[src/wlsc_pkg.sv]
// Shared types, constants and helper functions for the wrapped line segment clipper.
// Depends on nothing; every other file of the block refers to it by scoped names.
package wlsc_pkg;

  // Fixed-point format and sizes.
  localparam int FRAC_BITS   = 16;
  localparam int MAX_REPEATS = 7;
  localparam int IW          = 20;                  // integer copy coordinate width
  localparam int CW          = FRAC_BITS + IW + 2;  // fixed-point coordinate width
  localparam int MW          = CW - 1;              // operand magnitude width
  localparam int ML          = (MW + 1) / 2;        // low half of a split operand
  localparam int MH          = MW - ML;             // high half of a split operand
  localparam int PW          = 2 * MW;              // product width
  localparam int QW          = MW;                  // quotient width
  localparam int DCW         = $clog2(QW);          // step counter width
  localparam int KW          = $clog2(2 * MAX_REPEATS + 2);
  localparam int PASS_LIMIT  = 8;

  localparam logic [12:0] FRAME_MAX = 13'd4096;

  // Configuration register indexes.
  localparam logic [2:0] CFG_FRAME_WIDTH  = 3'd0;
  localparam logic [2:0] CFG_FRAME_HEIGHT = 3'd1;
  localparam logic [2:0] CFG_WORLD_WIDTH  = 3'd2;
  localparam logic [2:0] CFG_REPEAT_LEFT  = 3'd3;
  localparam logic [2:0] CFG_REPEAT_RIGHT = 3'd4;

  // Outcode bit positions.
  localparam int OC_LEFT   = 0;
  localparam int OC_RIGHT  = 1;
  localparam int OC_BOTTOM = 2;
  localparam int OC_TOP    = 3;

  typedef logic signed [CW-1:0] coord_t;

  typedef struct packed {
    logic signed [15:0] start_x;
    logic signed [15:0] start_y;
    logic signed [15:0] end_x;
    logic signed [15:0] end_y;
  } in_item_t;

  typedef struct packed {
    logic              accepted;
    logic [11:0]       clip_start_x;
    logic [11:0]       clip_start_y;
    logic [11:0]       clip_end_x;
    logic [11:0]       clip_end_y;
    logic signed [3:0] copy_shift;
    logic              last;
  } out_item_t;

  // Clip window as seen by the datapath.
  typedef struct packed {
    coord_t      xmax;
    coord_t      ymax;
    logic        empty;
    logic [14:0] world_width;
  } geom_t;

  // Commands from the controller to the datapath.
  typedef struct packed {
    logic              load;
    logic              start_copy;
    logic              setup;
    logic              mul_step;
    logic [1:0]        mul_idx;
    logic              div_init;
    logic              div_step;
    logic              update;
    logic              emit;
    logic              acc;
    logic              last;
    logic signed [3:0] shift;
  } cmd_t;

  // Status from the datapath to the controller.
  typedef struct packed {
    logic empty;
    logic both_in;  // both endpoints inside the window
    logic trivial;  // both endpoints outside the same edge
  } stat_t;

  // Cohen-Sutherland outcode of one point.
  function automatic logic [3:0] outcode(coord_t x, coord_t y, coord_t xmax, coord_t ymax);
    logic [3:0] c;
    c = '0;
    if (x < 0) c[OC_LEFT] = 1'b1;
    else if (x > xmax) c[OC_RIGHT] = 1'b1;
    if (y < 0) c[OC_BOTTOM] = 1'b1;
    else if (y > ymax) c[OC_TOP] = 1'b1;
    return c;
  endfunction

endpackage

[src/wlsc_ctrl.sv]
// Controller state machine of the clipper: sequences copies, clip passes,
// the split multiply and the restoring divide. Depends on wlsc_pkg.
module wlsc_ctrl (
  input  logic               clk,
  input  logic               rst_n,
  input  logic               in_valid,
  output logic               in_stall,
  input  logic               out_free,
  input  logic [2:0]         repeat_left,
  input  logic [2:0]         repeat_right,
  input  wlsc_pkg::stat_t    stat,
  output wlsc_pkg::cmd_t     cmd
);

  typedef enum logic [2:0] {
    S_IDLE, S_COPY, S_TEST, S_MUL, S_DINIT, S_DIV, S_UPD, S_EMIT
  } state_t;

  state_t                       state_r, state_nxt;
  logic [wlsc_pkg::KW-1:0]      k_r, k_nxt;
  logic [3:0]                   pass_r, pass_nxt;
  logic [wlsc_pkg::DCW-1:0]     cnt_r, cnt_nxt;
  logic                         acc_r, acc_nxt;
  logic signed [3:0]            shift;
  logic                         last;

  // Copy order: original, then left copies, then right copies.
  always_comb begin
    if (k_r == '0) begin
      shift = 4'sd0;
    end else if (k_r <= wlsc_pkg::KW'(repeat_left)) begin
      shift = 4'(4'd0 - 4'(k_r));
    end else begin
      shift = 4'(4'(k_r) - {1'b0, repeat_left});
    end
    last = (k_r == wlsc_pkg::KW'(repeat_left) + wlsc_pkg::KW'(repeat_right));
  end

  // Next state and commands.
  always_comb begin
    state_nxt = state_r;
    k_nxt     = k_r;
    pass_nxt  = pass_r;
    cnt_nxt   = cnt_r;
    acc_nxt   = acc_r;
    cmd       = '0;
    cmd.shift = shift;
    cmd.last  = last;
    cmd.acc   = acc_r;
    cmd.mul_idx = cnt_r[1:0];
    in_stall  = (state_r != S_IDLE);
    case (state_r)
      S_IDLE: begin
        if (in_valid) begin
          cmd.load  = 1'b1;
          k_nxt     = '0;
          state_nxt = S_COPY;
        end
      end
      S_COPY: begin
        cmd.start_copy = 1'b1;
        pass_nxt       = '0;
        state_nxt      = S_TEST;
      end
      S_TEST: begin
        if (stat.empty) begin
          acc_nxt   = 1'b0;
          state_nxt = S_EMIT;
        end else if (stat.both_in) begin
          acc_nxt   = 1'b1;
          state_nxt = S_EMIT;
        end else if (stat.trivial || pass_r == 4'(wlsc_pkg::PASS_LIMIT)) begin
          acc_nxt   = 1'b0;
          state_nxt = S_EMIT;
        end else begin
          cmd.setup = 1'b1;
          pass_nxt  = pass_r + 4'd1;
          cnt_nxt   = '0;
          state_nxt = S_MUL;
        end
      end
      S_MUL: begin
        cmd.mul_step = 1'b1;
        cnt_nxt      = cnt_r + 1'b1;
        if (cnt_r[1:0] == 2'd3) state_nxt = S_DINIT;
      end
      S_DINIT: begin
        cmd.div_init = 1'b1;
        cnt_nxt      = '0;
        state_nxt    = S_DIV;
      end
      S_DIV: begin
        cmd.div_step = 1'b1;
        cnt_nxt      = cnt_r + 1'b1;
        if (cnt_r == wlsc_pkg::DCW'(wlsc_pkg::QW - 1)) state_nxt = S_UPD;
      end
      S_UPD: begin
        cmd.update = 1'b1;
        state_nxt  = S_TEST;
      end
      S_EMIT: begin
        if (out_free) begin
          cmd.emit = 1'b1;
          if (last) begin
            state_nxt = S_IDLE;
          end else begin
            k_nxt     = k_r + 1'b1;
            state_nxt = S_COPY;
          end
        end
      end
      default: state_nxt = S_IDLE;
    endcase
  end

  // State and counters.
  always_ff @(posedge clk) begin
    if (!rst_n) begin
      state_r <= S_IDLE;
      k_r     <= '0;
      pass_r  <= '0;
      cnt_r   <= '0;
      acc_r   <= 1'b0;
    end else begin
      state_r <= state_nxt;
      k_r     <= k_nxt;
      pass_r  <= pass_nxt;
      cnt_r   <= cnt_nxt;
      acc_r   <= acc_nxt;
    end
  end

endmodule

[src/wlsc_dp.sv]
// Datapath of the clipper: endpoint registers, outcodes, edge setup,
// split multiplier, restoring divider and endpoint update. Depends on wlsc_pkg.
module wlsc_dp (
  input  logic                clk,
  input  wlsc_pkg::in_item_t  in_data,
  input  wlsc_pkg::geom_t     geom,
  input  wlsc_pkg::cmd_t      cmd,
  output wlsc_pkg::stat_t     stat,
  output wlsc_pkg::out_item_t res
);

  typedef enum logic [1:0] {E_TOP, E_BOTTOM, E_RIGHT, E_LEFT} edge_sel_t;

  wlsc_pkg::in_item_t          base_r;
  wlsc_pkg::coord_t            p0x_r, p0y_r, p1x_r, p1y_r;
  logic signed [3:0]           shift_r;
  logic [wlsc_pkg::MW-1:0]     am_r, em_r, dm_r;
  logic                        neg_r, dz_r, use0_r;
  wlsc_pkg::coord_t            v0_r;
  edge_sel_t                   edge_r;
  logic [wlsc_pkg::PW-1:0]     prod_r;
  logic [wlsc_pkg::MW-1:0]     rem_r;
  logic [wlsc_pkg::QW-1:0]     lo_r, q_r;

  logic [3:0]                  c0, c1, co;
  logic signed [wlsc_pkg::IW-1:0] off, cx0, cx1;
  wlsc_pkg::coord_t            sa, se, sd, sv0, dx, dy;
  edge_sel_t                   sedge;
  logic [wlsc_pkg::ML-1:0]     op_a, op_e;
  logic [2*wlsc_pkg::ML-1:0]   pp;
  logic [wlsc_pkg::PW-1:0]     pp_sh;
  logic [wlsc_pkg::MW:0]       dtry;
  logic                        dge;
  wlsc_pkg::coord_t            rq, val, nx, ny;

  // Outcodes of the current endpoints.
  always_comb begin
    c0 = wlsc_pkg::outcode(p0x_r, p0y_r, geom.xmax, geom.ymax);
    c1 = wlsc_pkg::outcode(p1x_r, p1y_r, geom.xmax, geom.ymax);
    stat.empty   = geom.empty;
    stat.both_in = ((c0 | c1) == 4'd0);
    stat.trivial = ((c0 & c1) != 4'd0);
  end

  // Copy placement: integer endpoints shifted by the world width.
  always_comb begin
    off = wlsc_pkg::IW'(cmd.shift) * wlsc_pkg::IW'($signed({1'b0, geom.world_width}));
    cx0 = wlsc_pkg::IW'(base_r.start_x) + off;
    cx1 = wlsc_pkg::IW'(base_r.end_x) + off;
  end

  // Edge selection and operands for the intersection.
  always_comb begin
    co  = (c0 != 4'd0) ? c0 : c1;
    dx  = p1x_r - p0x_r;
    dy  = p1y_r - p0y_r;
    if (co[wlsc_pkg::OC_TOP]) begin
      sa = dx; se = geom.ymax - p0y_r; sd = dy; sv0 = p0x_r; sedge = E_TOP;
    end else if (co[wlsc_pkg::OC_BOTTOM]) begin
      sa = dx; se = -p0y_r; sd = dy; sv0 = p0x_r; sedge = E_BOTTOM;
    end else if (co[wlsc_pkg::OC_RIGHT]) begin
      sa = dy; se = geom.xmax - p0x_r; sd = dx; sv0 = p0y_r; sedge = E_RIGHT;
    end else begin
      sa = dy; se = -p0x_r; sd = dx; sv0 = p0y_r; sedge = E_LEFT;
    end
  end

  // One partial product of the split multiply.
  always_comb begin
    op_a = cmd.mul_idx[1] ? wlsc_pkg::ML'(am_r[wlsc_pkg::MW-1:wlsc_pkg::ML])
                          : am_r[wlsc_pkg::ML-1:0];
    op_e = cmd.mul_idx[0] ? wlsc_pkg::ML'(em_r[wlsc_pkg::MW-1:wlsc_pkg::ML])
                          : em_r[wlsc_pkg::ML-1:0];
    pp   = op_a * op_e;
    case (cmd.mul_idx)
      2'd0:    pp_sh = wlsc_pkg::PW'(pp);
      2'd3:    pp_sh = wlsc_pkg::PW'({pp, {(2 * wlsc_pkg::ML){1'b0}}});
      default: pp_sh = wlsc_pkg::PW'({pp, {wlsc_pkg::ML{1'b0}}});
    endcase
  end

  // One restoring divide step.
  always_comb begin
    dtry = {rem_r, lo_r[wlsc_pkg::QW-1]};
    dge  = (dtry >= {1'b0, dm_r});
  end

  // New endpoint from the quotient.
  always_comb begin
    if (dz_r) rq = '0;
    else if (neg_r) rq = -wlsc_pkg::CW'(q_r);
    else rq = wlsc_pkg::CW'(q_r);
    val = v0_r + rq;
    case (edge_r)
      E_TOP:    begin nx = val;       ny = geom.ymax; end
      E_BOTTOM: begin nx = val;       ny = '0;        end
      E_RIGHT:  begin nx = geom.xmax; ny = val;       end
      default:  begin nx = '0;        ny = val;       end
    endcase
  end

  // Result fields.
  always_comb begin
    res.accepted     = cmd.acc;
    res.clip_start_x = cmd.acc ? p0x_r[wlsc_pkg::FRAC_BITS +: 12] : 12'd0;
    res.clip_start_y = cmd.acc ? p0y_r[wlsc_pkg::FRAC_BITS +: 12] : 12'd0;
    res.clip_end_x   = cmd.acc ? p1x_r[wlsc_pkg::FRAC_BITS +: 12] : 12'd0;
    res.clip_end_y   = cmd.acc ? p1y_r[wlsc_pkg::FRAC_BITS +: 12] : 12'd0;
    res.copy_shift   = shift_r;
    res.last         = cmd.last;
  end

  // Datapath registers.
  always_ff @(posedge clk) begin
    if (cmd.load) base_r <= in_data;
    if (cmd.start_copy) begin
      shift_r <= cmd.shift;
      p0x_r   <= {{2{cx0[wlsc_pkg::IW-1]}}, cx0, {wlsc_pkg::FRAC_BITS{1'b0}}};
      p0y_r   <= {{(wlsc_pkg::CW-16-wlsc_pkg::FRAC_BITS){base_r.start_y[15]}},
                  base_r.start_y, {wlsc_pkg::FRAC_BITS{1'b0}}};
      p1x_r   <= {{2{cx1[wlsc_pkg::IW-1]}}, cx1, {wlsc_pkg::FRAC_BITS{1'b0}}};
      p1y_r   <= {{(wlsc_pkg::CW-16-wlsc_pkg::FRAC_BITS){base_r.end_y[15]}},
                  base_r.end_y, {wlsc_pkg::FRAC_BITS{1'b0}}};
    end
    if (cmd.setup) begin
      am_r   <= wlsc_pkg::MW'(sa[wlsc_pkg::CW-1] ? -sa : sa);
      em_r   <= wlsc_pkg::MW'(se[wlsc_pkg::CW-1] ? -se : se);
      dm_r   <= wlsc_pkg::MW'(sd[wlsc_pkg::CW-1] ? -sd : sd);
      neg_r  <= sa[wlsc_pkg::CW-1] ^ se[wlsc_pkg::CW-1] ^ sd[wlsc_pkg::CW-1];
      dz_r   <= (sd == '0);
      v0_r   <= sv0;
      edge_r <= sedge;
      use0_r <= (c0 != 4'd0);
    end
    if (cmd.mul_step) begin
      prod_r <= ((cmd.mul_idx == 2'd0) ? '0 : prod_r) + pp_sh;
    end
    if (cmd.div_init) begin
      rem_r <= prod_r[wlsc_pkg::PW-1:wlsc_pkg::QW];
      lo_r  <= prod_r[wlsc_pkg::QW-1:0];
      q_r   <= '0;
    end
    if (cmd.div_step) begin
      rem_r <= dge ? wlsc_pkg::MW'(dtry - {1'b0, dm_r}) : dtry[wlsc_pkg::MW-1:0];
      lo_r  <= {lo_r[wlsc_pkg::QW-2:0], 1'b0};
      q_r   <= {q_r[wlsc_pkg::QW-2:0], dge};
    end
    if (cmd.update) begin
      if (use0_r) begin
        p0x_r <= nx;
        p0y_r <= ny;
      end else begin
        p1x_r <= nx;
        p1y_r <= ny;
      end
    end
  end

endmodule

[src/wrapped_line_segment_clipper.sv]
// Top level of the wrapped line segment clipper: configuration registers,
// result register, controller and datapath. Depends on wlsc_pkg, wlsc_ctrl, wlsc_dp.
//
//   Channel  Ports                          Moves
//   input    in_valid, in_stall, in_data    one segment item
//   result   out_valid, out_stall, out_data one clipped copy item
//   config   cfg_we, cfg_idx, cfg_wdata     one register write
//
// One segment is worked on at a time; each copy makes at most PASS_LIMIT edge clips
// and may wait on an output stall. Each clip runs the split multiplier
// and then the one-bit-per-cycle restoring divider.
// An item yields 1 + left + right copies.
// Reset is synchronous; it clears control state and loads the default window.
// A result waits in the output register while out_stall is high; the next copy
// is computed meanwhile and held until the register frees.
module wrapped_line_segment_clipper (
  input  logic                 clk,
  input  logic                 rst_n,
  input  logic                 in_valid,
  output logic                 in_stall,
  input  wlsc_pkg::in_item_t   in_data,
  output logic                 out_valid,
  input  logic                 out_stall,
  output wlsc_pkg::out_item_t  out_data,
  input  logic                 cfg_we,
  input  logic [2:0]           cfg_idx,
  input  logic [14:0]          cfg_wdata
);

  logic [12:0]          frame_width_r, frame_height_r;
  logic [14:0]          world_width_r;
  logic [2:0]           repeat_left_r, repeat_right_r;
  logic [12:0]          fw_c, fh_c;
  wlsc_pkg::geom_t      geom;
  wlsc_pkg::cmd_t       cmd;
  wlsc_pkg::stat_t      stat;
  wlsc_pkg::out_item_t  res;
  logic                 out_valid_r;
  wlsc_pkg::out_item_t  out_data_r;
  logic                 out_free;

  // Configuration registers.
  always_ff @(posedge clk) begin
    if (!rst_n) begin
      frame_width_r  <= 13'd1024;
      frame_height_r <= 13'd512;
      world_width_r  <= 15'd1024;
      repeat_left_r  <= 3'd0;
      repeat_right_r <= 3'd0;
    end else if (cfg_we) begin
      case (cfg_idx)
        wlsc_pkg::CFG_FRAME_WIDTH:  frame_width_r  <= cfg_wdata[12:0];
        wlsc_pkg::CFG_FRAME_HEIGHT: frame_height_r <= cfg_wdata[12:0];
        wlsc_pkg::CFG_WORLD_WIDTH:  world_width_r  <= cfg_wdata;
        wlsc_pkg::CFG_REPEAT_LEFT:  repeat_left_r  <= cfg_wdata[2:0];
        wlsc_pkg::CFG_REPEAT_RIGHT: repeat_right_r <= cfg_wdata[2:0];
        default: ;
      endcase
    end
  end

  // Clip window edges in fixed point.
  always_comb begin
    fw_c = (frame_width_r > wlsc_pkg::FRAME_MAX) ? wlsc_pkg::FRAME_MAX : frame_width_r;
    fh_c = (frame_height_r > wlsc_pkg::FRAME_MAX) ? wlsc_pkg::FRAME_MAX : frame_height_r;
    geom.xmax        = wlsc_pkg::CW'({fw_c - 13'd1, {wlsc_pkg::FRAC_BITS{1'b0}}});
    geom.ymax        = wlsc_pkg::CW'({fh_c - 13'd1, {wlsc_pkg::FRAC_BITS{1'b0}}});
    geom.empty       = (fw_c == 13'd0) || (fh_c == 13'd0);
    geom.world_width = world_width_r;
  end

  assign out_free = !out_valid_r || !out_stall;

  // Output register.
  always_ff @(posedge clk) begin
    if (!rst_n) begin
      out_valid_r <= 1'b0;
    end else if (cmd.emit) begin
      out_valid_r <= 1'b1;
    end else if (!out_stall) begin
      out_valid_r <= 1'b0;
    end
    if (cmd.emit) out_data_r <= res;
  end

  assign out_valid = out_valid_r;
  assign out_data  = out_data_r;

  wlsc_ctrl u_ctrl (
    .clk          (clk),
    .rst_n        (rst_n),
    .in_valid     (in_valid),
    .in_stall     (in_stall),
    .out_free     (out_free),
    .repeat_left  (repeat_left_r),
    .repeat_right (repeat_right_r),
    .stat         (stat),
    .cmd          (cmd)
  );

  wlsc_dp u_dp (
    .clk     (clk),
    .in_data (in_data),
    .geom    (geom),
    .cmd     (cmd),
    .stat    (stat),
    .res     (res)
  );

endmodule

[config.mk]
export PLATFORM = sky130hd
export DESIGN_NAME = wrapped_line_segment_clipper
export DESIGN_NICKNAME = d
export VERILOG_FILES = /design/src/wlsc_pkg.sv /design/src/wlsc_ctrl.sv /design/src/wlsc_dp.sv /design/src/wrapped_line_segment_clipper.sv
export SDC_FILE = /design/constraint.sdc
export NUM_CORES = 2
export LEC_CHECK = 0
export ABC_AREA = 1
export BUFFER_PORTS_ARGS = -buffer_cell sky130_fd_sc_hd__buf_2
export CAP_MARGIN = 20
export CORE_AREA = 2 2 384 386
export DETAILED_ROUTE_END_ITERATION = 10
export DIE_AREA = 0 0 386 388
export PLACE_DENSITY_LB_ADDON = 0.15
export SETUP_SLACK_MARGIN = 0.1
export SKIP_LAST_GASP = 1
export SYNTH_ARGS = -nofsm -noshare
export SYNTH_HDL_FRONTEND = slang
export SYNTH_SLANG_ARGS = --single-unit
[constraint.sdc]
create_clock -name clk -period 10.7 [get_ports clk]
set_clock_uncertainty 0.2 [all_clocks]
set_input_delay 0.535 -clock clk [delete_from_list [all_inputs] [get_ports clk]]
set_output_delay 0.535 -clock clk [all_outputs]
set_load 0.01 [all_outputs]
==> impl_metrics.csv <==
group,metric,value,unit
run_status,outcome,"complete, no violations",
setup_path,reg2reg_depth,39,
setup_path,path_max_fanout,14,
setup_path,startpoint_type,"register",
global_routing,first_global_vias,63227,
sta,relSlewSlack,22.26,%
setup_path,worstSetupEndpointType,"register",
hold_path,hold_class,"in -> reg",
synth,ys_async_sr_fraction,0,%
route,vias,65098,
sta,worst_pin_slew,1.154,ns
die,die_area,0.1498,mm²
die,ios,143,
setup_path,crit_slowest_cell,"fa_1",
setup_path,reg2reg_slack,0.54,ns
global_routing,grt_start_max_net_pins,133,
die,row_count,140,
synth,avgSynthCellArea,7.136,µm²
sta,fmax,0.09843,GHz
route,drc,0,
sta,setup_tns,0,ns
finish,n_fill_cell,14730,
route,wl_per_cell,22.92,µm
route,drtIter0Drc,5341,
synth,synth_top_area_share,20.33,%
clocking,clk_path_buf_depth,3,
clocking,clock_latency,0.72,ns
synth,yosys_most_used_dff,"edfxtp_1",
sta,period_minus_slack,10.16,ns
synth,ys_ff_latch,679,
sta,hold_violations,0,
setup_path,crit_path_frequent_cell,"inv_1",
setup_path,crit_required,10.99,ns
hold_path,hold_path_end,"frame_width_r[8]",
die,initial_core_util,46.80,%
finish,syn2layout_area_growth,9.795,%
placement,io_buffers,142,
sta,setup_viol,0,
synth,ys_types,70,
synth,yosysMostFrequentCell,"nand2_1",
finish,final_layout_size_suffix_gt1_share,6.449,%
flow_run,maxCapViolations,0,
synth,synth_edf_count,460,
setup_path,r2r_end,"u_dp.prod_r[50]",
setup_path,arrival,10.45,ns
placement,place_inst,11467,
sta,holdWs,0.04394,ns
global_routing,antenna_found_initial,0,
synth,syn_area,0.06796,mm²
setup_path,max_stage_delay,0.55,ns
global_routing,grt_use_total,35.21,%
hold_path,holdPathStages,3,
synth,synthTopCellsByArea,"edfxtp_1, nand2_1, fa_1, ha_1, inv_1",
synth,synth_fp_nets,10435,
synth,synth_cells,9523,
clocking,clock-sinks,679,
setup_path,r2r-start,"u_ctrl.cnt_r[1]",
clocking,cts_tree,"built",
clocking,cts_root_buffer,"clkbuf_16",
hold_path,worstHoldStart,"cfg_wdata[8]",
route,drt_pass1_iterations,6,
clocking,cts.htree.levels,3,
sta,slew_violations,0,
finish,nets,10631,
synth,synth-seq-area-share,26.78,%
die,core,0.1452,mm²
placement,gp_congestion,1.030,
global_routing,grt_overflow,0,
clocking,cts_buffers,79,
setup_path,worstSetupPathType,"reg -> reg",
synth,synth_top_area_cell,"edfxtp_1",
route,ant_nets,0,
die,die_y,388,µm
placement,dp_hpwl,219.9,mm
sta,finalCritPeriodShare,94.95,%
finish,fin_cells,11705,
global_routing,grt_pass1_wl,394.2,mm
synth,yosys_warnings,0,
clocking,clk_pin_slew,0.07,ns
route,drt-total-wl,268.3,mm
route,via_per_inst,5.562,
synth,ys_top_cells_by_count,"nand2_1, inv_1, nor2_1",
die,die_x,386,µm
sta,rsz0062_at_grt,"yes",
registers in the layout, indices dropped and copies added, names as in the netlist, 15 cells and up:
name / flops
out_data: 54
u_dp.am_r: 37
u_dp.base_r: 64
u_dp.dm_r: 37
u_dp.em_r: 37
u_dp.lo_r: 37
u_dp.p0x_r: 38
u_dp.p0y_r: 38
u_dp.p1x_r: 38
u_dp.p1y_r: 38
u_dp.prod_r: 74
u_dp.q_r: 37
u_dp.rem_r: 37
u_dp.v0_r: 38
world_width_r: 15
worst max path at each step:
| stage | startpoint | endpoint | slack [ns] | cells after the start |
|---|---|---|---|---|
| 6_report | u_ctrl.cnt_r[1] | u_dp.prod_r[50] | 0.54 | 39 |
| 5_1_grt | u_ctrl.cnt_r[1] | u_dp.prod_r[71] | 0.04 | 42 |
| 4_1_cts | u_ctrl.cnt_r[0] | u_dp.prod_r[72] | 0.15 | 35 |
| 3_5_place_dp | u_ctrl.cnt_r[0] | u_dp.prod_r[72] | 0.09 | 35 |
| 3_3_place_gp | u_ctrl.cnt_r[0] | u_dp.prod_r[71] | -0.27 | 42 |
| 2_1_floorplan | u_ctrl.cnt_r[0] | u_dp.prod_r[71] | 1.39 | 41 |
repair_timing:
item                                   CTS  global route
endpoints found under the hold margin   86             0
setup endpoints to repair                0            38
hold buffers                            77             0
buffers inserted                         0             9
gates resized for setup                  0            16
layer usage:
metal / global-route usage [%] / up-vias / part of all wire [%]
li1: - / 31191 / -
met1: 43.12 / 30734 / 40
met2: 58.24 / 2508 / 46
met3: 4.436 / 665 / 6.2
met4: 22.57 / 0 / 7.6
met5: 0 / - / 0
layout make-up:
type / instances / area [µm²] / share of cell area [%]
timing repair buffer: 353 / 2525 / 3.384
inverter: 1638 / 6170 / 8.269
antenna: 3 / 7.507 / 0.01006
sequential: 679 / 18200 / 24.39
multi-input combinational: 6967 / 42640 / 57.15
clock inverter: 48 / 475.5 / 0.6372
clock buffer: 99 / 2187 / 2.931
timing repair inverter: 1 / 5.005 / 0.006708
tap: 1917 / 2399 / 3.215
cell usage in the layout, fill, tap and decap left out, drive strengths merged, types with 25 or more instances in the layout:
| master | synthesis | final |
|---|---|---|
| a31oi | 78 | 78 |
| a21oi | 632 | 632 |
| o31ai | 52 | 52 |
| o211ai | 33 | 33 |
| nand4 | 87 | 87 |
| xor2 | 306 | 306 |
| fa | 324 | 324 |
| o21ai | 761 | 761 |
| dfxtp | 219 | 219 |
| or2 | 73 | 73 |
| inv | 1618 | 1622 |
| nor3 | 108 | 108 |
| buf | 67 | 276 |
| o21a | 34 | 34 |
| nor2 | 1195 | 1195 |
| nand2 | 2010 | 2010 |
| a21o | 25 | 25 |
| nand3 | 439 | 439 |
| xnor2 | 125 | 125 |
| clkinv | 20 | 52 |
| edfxtp | 460 | 460 |
| clkbuf | 172 | 99 |
| dlygate4sd3 | 0 | 77 |
| nor4 | 28 | 28 |
| o22ai | 45 | 45 |
| nand3b | 26 | 26 |
| ha | 501 | 501 |
worst max-delay path, delay by kind of cell, from the launching register on:
family	cells	cell delay (ns)
DFF	1	0.48
buffers and inverters	9	1.11
adders and majority gates	8	3.33
AOI/OAI and AO/OA	12	3.15
xor gates and xnor gates	2	0.53
and+or+nand+nor	8	1.11
metrics by stage:
stage / util, % / area (µm²) / worst slack [ns]
global route: 51.38 / 74600 / 0.03925
detailed placement: 48.92 / 71040 / 0.08977
CTS: 51.28 / 74470 / 0.1493
floorplan: - / 67960 / 1.388
finish: 51.38 / 74610 / 0.5401
global placement: 48.91 / 71020 / -0.2686
kinds of logic after synthesis:
kind of cell	count (synthesis)	synth area share, %
AND/OR/NAND/NOR	3977	24.20
flip-flops	679	26.78
AO/OA/AOI/OAI	1732	14.07
buffers and inverters	1877	10.60
adder cells (fa/ha/maj)	825	18.77
multiplexers	2	0.02946
XOR/XNOR	431	5.555
Power is left out: the tool's default activity adds up to more than one toggle a clock period on the data nets, which glitch-free logic cannot reach.
